<file path="src/i8mm_pkg.sv">
// ----------------------------------------------------------------------------
// i8mm_pkg
// Shared types and constants for the int8 tile multiply-accumulate core.
// ----------------------------------------------------------------------------
package i8mm_pkg;

   // Tile geometry and arithmetic widths.
   localparam int TILE_DIM  = 16;
   localparam int BYTE_W    = 8;
   localparam int PROD_W    = 2 * BYTE_W;
   localparam int ACC_W     = 32;
   localparam int ROW_IDX_W = 4;
   localparam int DEF_ROWS  = 16;
   localparam int DEF_COLS  = 16;

   // One slice of signed bytes, element 0 in the low byte.
   typedef logic [TILE_DIM-1:0][BYTE_W-1:0] byte_vec_type;

   // One row of accumulators, column 0 in the low word.
   typedef logic [TILE_DIM-1:0][ACC_W-1:0] sum_vec_type;

   // Input transaction: one contraction step.
   typedef struct packed {
      logic [63:0] a_col_lo;
      logic [63:0] a_col_hi;
      logic [63:0] b_row_lo;
      logic [63:0] b_row_hi;
      logic        first_step;
      logic        last_step;
   } req_type;

   // Result transaction: one row of the finished tile.
   typedef struct packed {
      logic [ROW_IDX_W-1:0] row_index;
      logic [63:0]          sums_01;
      logic [63:0]          sums_23;
      logic [63:0]          sums_45;
      logic [63:0]          sums_67;
      logic [63:0]          sums_89;
      logic [63:0]          sums_1011;
      logic [63:0]          sums_1213;
      logic [63:0]          sums_1415;
      logic                 last_row;
   } rsp_type;

   // Drain sequencer states.
   typedef enum logic {
      DRAIN_IDLE,
      DRAIN_EMIT
   } drain_state_type;

endpackage

</file>
<file path="src/i8mm_row_lane.sv">
// ----------------------------------------------------------------------------
// i8mm_row_lane
// One tile row: a bank of 8x8 signed multipliers, each feeding its own 32-bit
// wrapping accumulator.
// ----------------------------------------------------------------------------
module i8mm_row_lane #(
   parameter int COLS = i8mm_pkg::DEF_COLS
) (
   input  logic                               clock,
   input  logic                               reset,
   input  logic                               step_valid,
   input  logic                               step_first,
   input  logic signed [i8mm_pkg::BYTE_W-1:0] a_byte,
   input  i8mm_pkg::byte_vec_type             b_bytes,
   output i8mm_pkg::sum_vec_type              sums
);
   import i8mm_pkg::*;

   // One multiply-accumulate cell per used column; unused columns read zero.
   for (genvar c = 0; c < TILE_DIM; c++) begin : g_col
      if (c < COLS) begin : g_used
         logic signed [PROD_W-1:0] prod;
         logic [ACC_W-1:0]         acc_ff;
         logic [ACC_W-1:0]         acc_in;

         assign prod = a_byte * $signed(b_bytes[c]);

         // A first step restarts the sum from zero before adding.
         always_comb begin
            acc_in = acc_ff;
            if (step_valid) begin
               acc_in = (step_first ? '0 : acc_ff)
                      + {{(ACC_W-PROD_W){prod[PROD_W-1]}}, prod};
            end
         end

         always_ff @(posedge clock) begin
            if (reset) begin
               acc_ff <= '0;
            end else begin
               acc_ff <= acc_in;
            end
         end

         assign sums[c] = acc_ff;
      end else begin : g_unused
         assign sums[c] = '0;
      end
   end

endmodule

</file>
<file path="config.mk">
export PLATFORM = sky130hd
export DESIGN_NAME = i8mm_row_lane
export DESIGN_NICKNAME = d
export VERILOG_FILES = /design/src/i8mm_pkg.sv /design/src/i8mm_row_lane.sv
export SDC_FILE = /design/constraint.sdc
export NUM_CORES = 2
export LEC_CHECK = 0
export ABC_AREA = 0
export BUFFER_PORTS_ARGS = -buffer_cell sky130_fd_sc_hd__buf_4
export CORE_MARGIN = 5
export CORE_UTILIZATION = 58
export DETAILED_ROUTE_END_ITERATION = 12
export PLACE_DENSITY = 0.8
export REMOVE_ABC_BUFFERS = 1
export SLEW_MARGIN = 25
export SYNTH_ARGS = -nofsm -noshare
export SYNTH_HDL_FRONTEND = slang
export SYNTH_SLANG_ARGS = --single-unit
</file>
<file path="constraint.sdc">
create_clock -name clock -period 10.35 [get_ports clock]
set_input_delay 2.07 -clock clock [delete_from_list [all_inputs] [get_ports clock]]
set_output_delay 2.07 -clock clock [all_outputs]
set_load 0.05 [all_outputs]
</file>
Yosys cells after proc, flatten, opt, wreduce, memory -nomap -nowiden
Index checks and enable logic that the tools add are counted.
{"block": "word_totals", "wordCells": 64, "input_bits": 140, "regBits": 512, "out_inout_bits": 512}
{"block": "op_classes", "multipliers": 16, "n_addsub": 16, "mux": 16}
{"cell": "$add 32x32->32", "n": 16}
{"cell": "$mux 32", "n": 16}
{"cell": "$mul 8x8->16", "n": 16}

Longest topological paths before layout
{"block": "depth", "word_depth": 2, "mapped_depth": 34, "mapped_depth_nobuf": 32}

Worst setup path after synthesis
No wires, ideal clock.
{"block": "synth_timing", "path_kind": "input to register", "from": "input a_byte[2] in the netlist's numbering", "to": "register g_col[2].g_used.acc_ff[31]", "path_buffers": 4, "t_arrival_ns": 9.633, "required_time_ns": 10.228, "setup_ns": 0.122, "cell_stages": 30, "slack_ns": 0.595, "cell_sequence": "clkbuf_1 buf_1 nand2_1 fa_1 fa_1 inv_1 fa_1 inv_1 fa_1 inv_1 ha_1 o21a_1 a2111oi_2 o221ai_1 a21oi_2 xor2_2 clkbuf_1 buf_1 ha_1 nand2_1 nor2_1 a21oi_1 o21ai_0 a2111o_1 a41oi_1 o21ai_0 a21o_1 a21oi_1 nor3_1 a311o_1"}
{"block": "synth_via", "elab_chain_cells": 2}
{"element": "from (decl)", "line_no": "i8mm_row_lane.sv:13", "rtl": "input logic signed [i8mm_pkg::BYTE_W-1:0] a_byte,"}
{"element": "$mul 8x8->16", "line_no": "i8mm_row_lane.sv:26", "rtl": "assign prod = a_byte * $signed(b_bytes[c]);"}
{"element": "$add 32x32->32", "line_no": "i8mm_row_lane.sv:33", "rtl": "+ {{(ACC_W-PROD_W){prod[PROD_W-1]}}, prod};"}
{"element": "to (signal assigned)", "line_no": "i8mm_row_lane.sv:41", "rtl": "acc_ff <= acc_in;"}
{"element": "to (decl)", "line_no": "i8mm_row_lane.sv:23", "rtl": "logic [ACC_W-1:0] acc_ff;"}
No other way between the ends.
A chain may end at the register's enable or synchronous reset.

Final worst setup path
{"block": "layout_timing", "from": "input a_byte[7] in the netlist's numbering", "to": "register g_col[13].g_used.acc_ff[27]"}
{"block": "layout_via", "elab_chain_cells": 2}
{"element": "$mul 8x8->16", "line_no": "i8mm_row_lane.sv:26"}
{"element": "$add 32x32->32", "line_no": "i8mm_row_lane.sv:33"}
{"element": "to (signal assigned)", "line_no": "i8mm_row_lane.sv:41"}
{"element": "to (decl)", "line_no": "i8mm_row_lane.sv:23"}
No other way between the ends.

==> impl_metrics.json <==
{
  "outcome": "finished clean",
  "core_mm2": 0.152,
  "drt-vias-per-instance": 5.90,
  "rows": 143,
  "placement.io_buffers": 651,
  "antenna_found_initial": 32,
  "critPathCaptureType": "flip-flop",
  "clk_latency_ns": 0.71,
  "globalRouteTotalUtil_pct": 31.5,
  "setup_violations": 0,
  "drc": 0,
  "cpMostUsedCell": "fa_1",
  "drt-pass1-iter-count": 8,
  "postLayoutCoreUtil_pct": 64.5,
  "hpwl_mm": 196,
  "fin_nets": 13300,
  "clock_sinks": 512,
  "drv_slew": 0,
  "largest_reg_flops": 512,
  "drv_cap": 0,
  "dp_slack_ns": 0.108,
  "n_fill_cell": 12700,
  "seq_area_mm2": 0.0102,
  "hold_class": "reg -> reg",
  "cp-start-kind": "primary input",
  "worstMarginPinSlew_ns": 1.09,
  "cts_tree": "built",
  "post_cts_resize_count": 0,
  "hold_viol_final": 0,
  "layout-drive-gt1-share_pct": 8.65,
  "path_delay_family": "adder cells",
  "final_common_cell": "inv_1",
  "drt_iter0_drc": 5106,
  "syn_area_mm2": 0.0882,
  "path_depth": 30,
  "die-area_mm2": 0.160,
  "place_congestion": 0.940,
  "ys_ff_latch": 512,
  "fin_crit_sh_pct": 93.0,
  "netlist_instances": 11000,
  "cp_slowest_stage_delay_ns": 0.65,
  "r2r_start": "g_col[14].g_used.acc_ff[0]",
  "crit_buf_inv": 6,
  "crit_fanout": 52,
  "grt_pass1_vias": 80500,
  "seq_area_frac_synth_pct": 11.6,
  "final_cell_mix": "inv_1, fa_1, ha_1, nor2_1, buf_4",
  "hold_depth": 2,
  "multi_input_area_mm2": 0.0704,
  "grt_pass1_wl_mm": 413,
  "clock_path_buffers": 3,
  "synth_edf_count": 0,
  "reg2reg_depth": 15,
  "worstPathRequired_ns": 10.89,
  "cts_hold_buf": 0,
  "worst_slack_ns": 0.725,
  "start_util_pct": 58.2,
  "worst-setup-path-type": "in -> reg",
  "yosysWarningCount": 0,
  "rsz0062_at_grt": "no",
  "largest_register": "g_col.g_used.acc_ff",
  "synth_ff_type": "dfxtp_1",
  "root_buffer": "clkbuf_16",
  "reg_top3": "g_col.g_used.acc_ff: 512 flops",
  "ant_nets": 0,
  "r2r-end": "g_col[14].g_used.acc_ff[26]",
  "syn_to_final_growth_pct": 10.8,
  "die_w_um": 400,
  "ff2ff_setup_slack_ns": 5.65,
  "ioPinCount": 652,
  "cts_buffers": 75,
  "async_reset_ff_share_pct": 0,
  "fin_crit_ns": 9.62,
  "drt_wl_total_mm": 256,
  "synth.distinct_cells": 100,
  "post_cts_buffers": 0,
  "die_h_um": 400,
  "skew_ns": 0.0377,
  "vias": 79300,
  "syn_area_per_cell_um2": 8.03,
  "fmax_mhz": 104,
  "totalNegativeSetupSlack_ns": 0,
  "slowest_stage": "fa_1",
  "grt_max_degree": 132,
  "arrival_ns": 10.16,
  "grt-ovfl-total": 0,
  "wire_per_inst_um": 19.0,
  "cts.clk_slew.worst_paths_ns": 0.06,
  "relSlewSlack_pct": 27.2,
  "htree_levels": 3,
  "min-delay-start": "g_col[1].g_used.acc_ff[16]",
  "min_to": "g_col[1].g_used.acc_ff[16]"
}
==> tightest hold or removal path: stages, from the launching register on <==
cell,delay (ns)
dfxtp_1,0.31
nand2_1,0.06
a21oi_1,0.05
==> final cells by class <==
type	count	area share, %
Timing Repair Buffer	750	6.04
Sequential cell	512	10.5
Tap cell	2030	2.60
Clock buffer	102	2.23
Multi-Input combinational cell	8470	72.1
Antenna cell	21	0.0538
Clock inverter	38	0.578
Inverter	1526	5.88
==> cells by family (layout without fill, tap and decap cells) <==
kind of cell | after synthesis | after routing | share of synthesized area (%)
AND/OR/NAND/NOR | 3434 | 3434 | 19.9
multiplexers | 287 | 287 | 3.31
XOR/XNOR | 626 | 626 | 6.50
adder cells (fa/ha/maj) | 1777 | 1777 | 32.8
buffers and inverters | 1997 | 2416 | 8.52
AO/OA/AOI/OAI | 2346 | 2346 | 17.3
flip-flops | 512 | 512 | 11.6
other | 0 | 21 | 0
==> synth_stat cells, drive strengths merged, types with 24 or more instances <==
master	instances	area, µm²
o211ai	47	353
a31oi	100	632
dfxtp	512	10200
a21oi	643	3220
and2	716	4480
o41ai	24	244
nor2	804	3020
a22oi	30	225
nand3	134	671
xnor2	487	4280
nor2b	548	3430
or3	53	332
o22ai	38	238
inv	1523	5720
ha	880	11000
nand4	55	344
a21o	231	1730
mux2i	254	2540
nand2b	81	507
o21ai	478	2390
o21a	102	766
xor2	123	1080
clkbuf	396	1490
a32oi	60	526
o21bai	121	908
o31ai	60	455
buf	75	295
nor4	29	181
mux2	33	375
nor3	154	771
fa	896	17900
or2	32	203
a211oi	128	971
nand2	679	2550
and3	80	500
==> metal layers <==
layer / GRT usage, % / part of all wire (%) / vias up
met3: 7.01 / 8.1 / 594
met4: 15.5 / 5.4 / 14
met5: 0 / 0.054 / -
li1: - / - / 37400
met1: 38.7 / 40 / 38600
met2: 52.3 / 46 / 2651
==> worst max path at each step <==
stage / startpoint / to / slack, ns
3_3_place_gp: a_byte[7] / g_col[13].g_used.acc_ff[27] / 0.32
4_1_cts: a_byte[7] / g_col[13].g_used.acc_ff[27] / 0.87
6_report: a_byte[7] / g_col[13].g_used.acc_ff[27] / 0.73
3_5_place_dp: a_byte[7] / g_col[13].g_used.acc_ff[27] / 0.11
2_1_floorplan: b_bytes[45] / g_col[5].g_used.acc_ff[26] / 0.65
5_1_grt: a_byte[7] / g_col[13].g_used.acc_ff[29] / 0.18
==> through the flow <==
step	hold WS, ns	cell area, µm²	cells
after floorplan	0.667	86400	10500
after global placement	0.452	94900	13300
after detailed placement	0.461	94900	13300
after CTS	0.468	97600	13400
after global routing	0.485	97700	13400
final	0.469	97700	13400
Power is left out: the tool's default activity adds up to more than one toggle a clock period on the data nets, which glitch-free logic cannot reach.
